==> src/rtl/sbm_div.sv <==
// Restoring divider, one quotient bit per cycle.
module sbm_div #(
  parameter int NW = 21,
  parameter int DW = 11
) (
  input  logic          clk,
  input  logic          rst,
  input  logic          start,
  input  logic [NW-1:0] num,
  input  logic [DW-1:0] den,
  output logic          done,
  output logic [NW-1:0] quot,
  output logic [DW-1:0] rem
);

  localparam int CNTW = $clog2(NW + 1);

  logic            run;
  logic [CNTW-1:0] cnt;
  logic [DW-1:0]   dvs;
  logic [DW:0]     trial;
  logic            ge;

  assign trial = {rem, quot[NW-1]};
  assign ge    = trial >= {1'b0, dvs};

  always_ff @(posedge clk) begin
    if (rst) begin
      run  <= 1'b0;
      done <= 1'b0;
      cnt  <= '0;
    end else begin
      done <= !start && run && (cnt == CNTW'(1));
      if (start) begin
        run <= 1'b1;
        cnt <= CNTW'(NW);
      end else if (run) begin
        cnt <= cnt - 1'b1;
        if (cnt == CNTW'(1)) begin
          run <= 1'b0;
        end
      end
    end
  end

  always_ff @(posedge clk) begin
    if (start) begin
      quot <= num;
      rem  <= '0;
      dvs  <= den;
    end else if (run) begin
      quot <= {quot[NW-2:0], ge};
      rem  <= ge ? DW'(trial - {1'b0, dvs}) : trial[DW-1:0];
    end
  end

endmodule

==> config.mk <==
export PLATFORM = sky130hd
export DESIGN_NAME = sbm_div
export DESIGN_NICKNAME = d
export VERILOG_FILES = /design/src/rtl/sbm_div.sv
export SDC_FILE = /design/constraint.sdc
export NUM_CORES = 1
export LEC_CHECK = 0
export BUFFER_PORTS_ARGS = -buffer_cell sky130_fd_sc_hd__buf_4
export CAP_MARGIN = 20
export CORE_ASPECT_RATIO = 1.1
export CORE_MARGIN = 4
export CORE_UTILIZATION = 45
export DETAILED_ROUTE_END_ITERATION = 6
export PLACE_DENSITY = 0.7
export SKIP_CTS_REPAIR_TIMING = 1
export SLEW_MARGIN = 40
export SYNTH_ARGS = -nofsm -noshare
export SYNTH_HDL_FRONTEND = slang
export SYNTH_SLANG_ARGS = --single-unit
export TNS_END_PERCENT = 100
==> constraint.sdc <==
create_clock -name clk -period 3 [get_ports clk]
set_input_delay 0.9 -clock clk [delete_from_list [all_inputs] [get_ports clk]]
set_output_delay 0.9 -clock clk [all_outputs]
set_load 0.02 [all_outputs]
# --- Word-level counts from Yosys, hierarchy flattened ---
# Index checks and enable logic that the tools add are counted.
op_classes:
  add_sub_neg: 2
  n_lt_le_gt_ge: 1
  n_shift: 0
  n_eq_ne: 1
  bitwise: 0
  mux: 8
  multipliers: 0
  n_reduce_logical: 5
  n_div: 0
op_table:
  columns: ["operator", "n"]
  rows:
  - ["$mux 21", 2]
  - ["$ge 12x11->1", 1]
  - ["$mux 11", 1]
  - ["$sub 11x11->11", 1]
  - ["$mux 5", 2]
  - ["$eq 5x1->1 const B", 1]
  - ["$sub 5x1->5 const B", 1]
  - ["$mux 1", 3]
  - ["$logic_and 1x1->1", 2]
  - ["$reduce_bool 2->1", 1]
  - ["$reduce_or 2->1", 1]
  - ["$logic_not 1->1", 1]
word_totals:
  rom_bits: 0
  wordCells: 24
  in_bits: 35
  n_memories: 0
  mem_bits_rw: 0
  latch_bits: 0
  regBits: 50
  output_inout_bits: 33

# --- Longest topological paths before layout ---
depth:
  word_depth: 4
  depth_mapped: 11

# --- Least setup slack after synthesis ---
# OpenSTA, ideal clock, no wires.
synth_path:
  path_kind: "register to register"
  start: "register quot[20]"
  end: "register rem[0]"
  path_slack_ns: 0.586
  required_time_ns: 2.921
  path_buffers: 1
  path_stages_with_launch: 11
  t_arrival_ns: 2.335
  path_cell_list: "edfxtp_1 inv_1 ha_1 fa_1 and2b_1 o31a_4 o21ai_2 a21o_1 buf_6 mux2_4 a211oi_2"
synth_between:
  elab_chain_len: 2
synth_rtl:
  columns: ["item", "line", "text"]
  rows:
  - ["start, declared", "12", "output logic [NW-1:0] quot,"]
  - ["start signal, assigned", "48", "quot <= num;"]
  - ["start signal, assigned", "52", "quot <= {quot[NW-2:0], ge};"]
  - ["$sub 11x11->11 / $ge 12x11->1 (equally long branches)", "53, 25", null]
  - ["$mux 11 (*)", "53", "rem <= ge ? DW'(trial - {1'b0, dvs}) : trial[DW-1:0];"]
  - ["end signal, assigned", "53", null]
  - ["end, declared", "13", "output logic [DW-1:0] rem"]
# Every way passes the cells marked *; elsewhere a longest branch is shown, timed or not.
# A chain may end at the register's enable or synchronous reset.

# --- Final worst setup path ---
# Ends and elaborated chain as after synthesis.

==> run metrics <==
detailed placement HPWL=3910 um; clk slew on worst S/H paths=80 ps; CTS root buffer=clkbuf_8; Worst Path Arrival=2960 ps; fin nets=332; Area growth syn-to-layout=26.2%; post-route DRC violation count=0; I/O pin count=68; Synth area leaders=edfxtp_1 (38%), dfxtp_1 (14%), mux2_2 (9.4%), ha_1 (6.5%), nor2_1 (3.3%); vias in the first global route=1954; post-layout power=1.56 mW; Clock Skews=4.70 ps; pre-CTS setup slack=283 ps; Max H-tree Level=2; Synth warnings=0; die area=6850 um^2; vias post-DR=1880; Setup-failing EPs final=0; WL per Instance=14.4 um; r2r worst-path depth=9; CP required=3210 ps; Buffers on Ports=67; DIE WIDTH=79.3 um; max cap viols=0; n_diodes=0; Pins Over Slew Limit=0; WS Path Type=register to register; Pwr Density=492 nW/um^2; syn_nets=263; Min-Delay Path Class=register to register; Avg Cell Area, Syn=11.8 um^2; total track usage=16.2%; share of layout cells above drive strength 1=35.9%; ys flop type=edfxtp_1; WL final=5190 um; CTS sink cnt=50; leading area contributor after synthesis=edfxtp_1; Worst Tran Pin Value=675 ps; Yosys top cell area share=38.2%; RSZ-0062 raised after global routing=false; fraction of registers with async set/reset=0%; largest net degree at the start of global routing=27; initial drt markers=104; EDFF count, synth=32; CP max FO=21; final hold vios=0; relative slew slack=55.0%; Vias/cell=5.24; Leak=1.35 nW; Syn Inst Count=214; worst flop-to-flop path startpoint=quot[20]; Worst VDD drop=0.282 mV; GRT overflow=0; count of different cell masters after synthesis=43; Hold Path End=rem[1]; Chip Height=86.4 um; final worst slack=258 ps; outcome=finished, final reports clean; initial antenna violation count=0; worst-skew pair later-pin latency=290 ps; Min-Delay Path Depth=2; CTS max path bufs=2; sequential-to-total area share from yosys stat=52.5%; worst hold start=rem[1]; maximum clock rate=365 MHz; first-pass GRT wire length=8900 um; FF-to-FF End=rem[0]; Worst setup EP type=register; CTS tree=done; min Tclk post-route=2740 ps; Initial Util=46.6%; num rows=28; core footprint=5400 um^2; TNS Setup=0 ps; drt first pass iters=4; area of the mapped netlist=2520 um^2; flops & latches, synth=50; Critical Path Start Type=register; CTS buffer count=5; GP Congestion=0.793; period utilization=91.4%; Final ANT Viol Nets=0; register-to-register setup slack=260 ps
==> worst max-delay path, cell delays in order, from the launching register on <==
cell	delay [ps]
edfxtp_1	390
inv_1	90
ha_1	170
fa_1	210
and2b_1	200
o31a_4	300
o21ai_2	170
a21o_1	580
mux2_4	360
a211oi_2	200
==> worst max-delay path by stage <==
stage          endpoint  depth (start not counted)     start  slack (ps)
2_1_floorplan    rem[0]                         10  quot[20]         590
3_5_place_dp     rem[0]                          9  quot[20]         280
6_report         rem[0]                          9  quot[20]         260
3_3_place_gp     rem[0]                          9  quot[20]         340
5_1_grt          rem[3]                          9  quot[20]         130
4_1_cts          rem[0]                          9  quot[20]         260
==> cells by family after synthesis <==
kind of cell | share of synthesized area, %
muxes | 9.99
adders and majority gates | 7.26
and+or+nand+nor | 9.85
buffers and inverters | 4.03
DFF | 52.5
xor gates and xnor gates | 3.48
AOI/OAI and AO/OA | 12.9
==> placed cells by master (no fill, tap or decap), types with 4 or more instances in the layout <==
cell,n
buf_4,70
edfxtp_1,32
nor2_1,22
mux2_2,21
dfxtp_1,18
inv_1,16
ha_1,13
nand2_1,11
a21oi_1,6
o21ai_0,6
xnor2_1,5
xor2_1,5
clkbuf_8,5
nand2b_1,4
a32oi_1,4
nor3_1,4
==> routing by layer <==
| metal | vias to the layer above | GRT usage (%) | part of all wire, % | wire length (um) |
|---|---|---|---|---|
| li1 | 925 | - | - | - |
| met4 | 0 | 5.78 | 1.2 | 62 |
| met1 | 887 | 20.3 | 41 | 2150 |
| met2 | 62 | 26.6 | 49 | 2560 |
| met5 | - | 0 | 0 | 0 |
| met3 | 6 | 5.09 | 8.0 | 415 |
==> synthesized netlist by cell type (all sizes together) (3+ instances only) <==
library cell and instances:
o21ai 8, a21oi 6, edfxtp 32, mux2 22, a211oi 3, nor2 22
xnor2 5, inv 16, clkbuf 6, xor2 5, o31ai 3, ha 13
nor3 4, o21a 4, a32oi 4, nand2 11, nand2b 4, dfxtp 18
==> metrics by stage <==
stage	hold WS [ps]	util, %	std cells	instance area [um^2]
finish	515	58.8	359	3170
global route	560	58.8	359	3170
CTS	525	58.8	359	3170
detailed placement	514	57.4	351	3090
global placement	488	57.4	351	3090
floorplan	484	-	214	2520
==> sequential cells by signal, indices dropped and copies added (netlist names) <==
register  cells
quot         21
dvs          11
rem          11
cnt           5
done          1
run           1
==> layout make-up <==
class | count | area (um^2)
inverter | 16 | 60.1
multi-input combinational | 140 | 1090
timing repair buffer | 70 | 526
fill | 486 | 2220
sequential | 50 | 1320
clock buffer | 8 | 80.1
tap | 75 | 93.8
==> power by group <==
| group | leakage (nW) | internal [mW] | switching, mW |
|---|---|---|---|
| Clock | 0.0395 | 0.166 | 0.208 |
| Sequential | 0.467 | 0.797 | 0.0379 |
| Combinational | 0.842 | 0.171 | 0.181 |
Note: power is estimated with default switching activity, not from simulation.
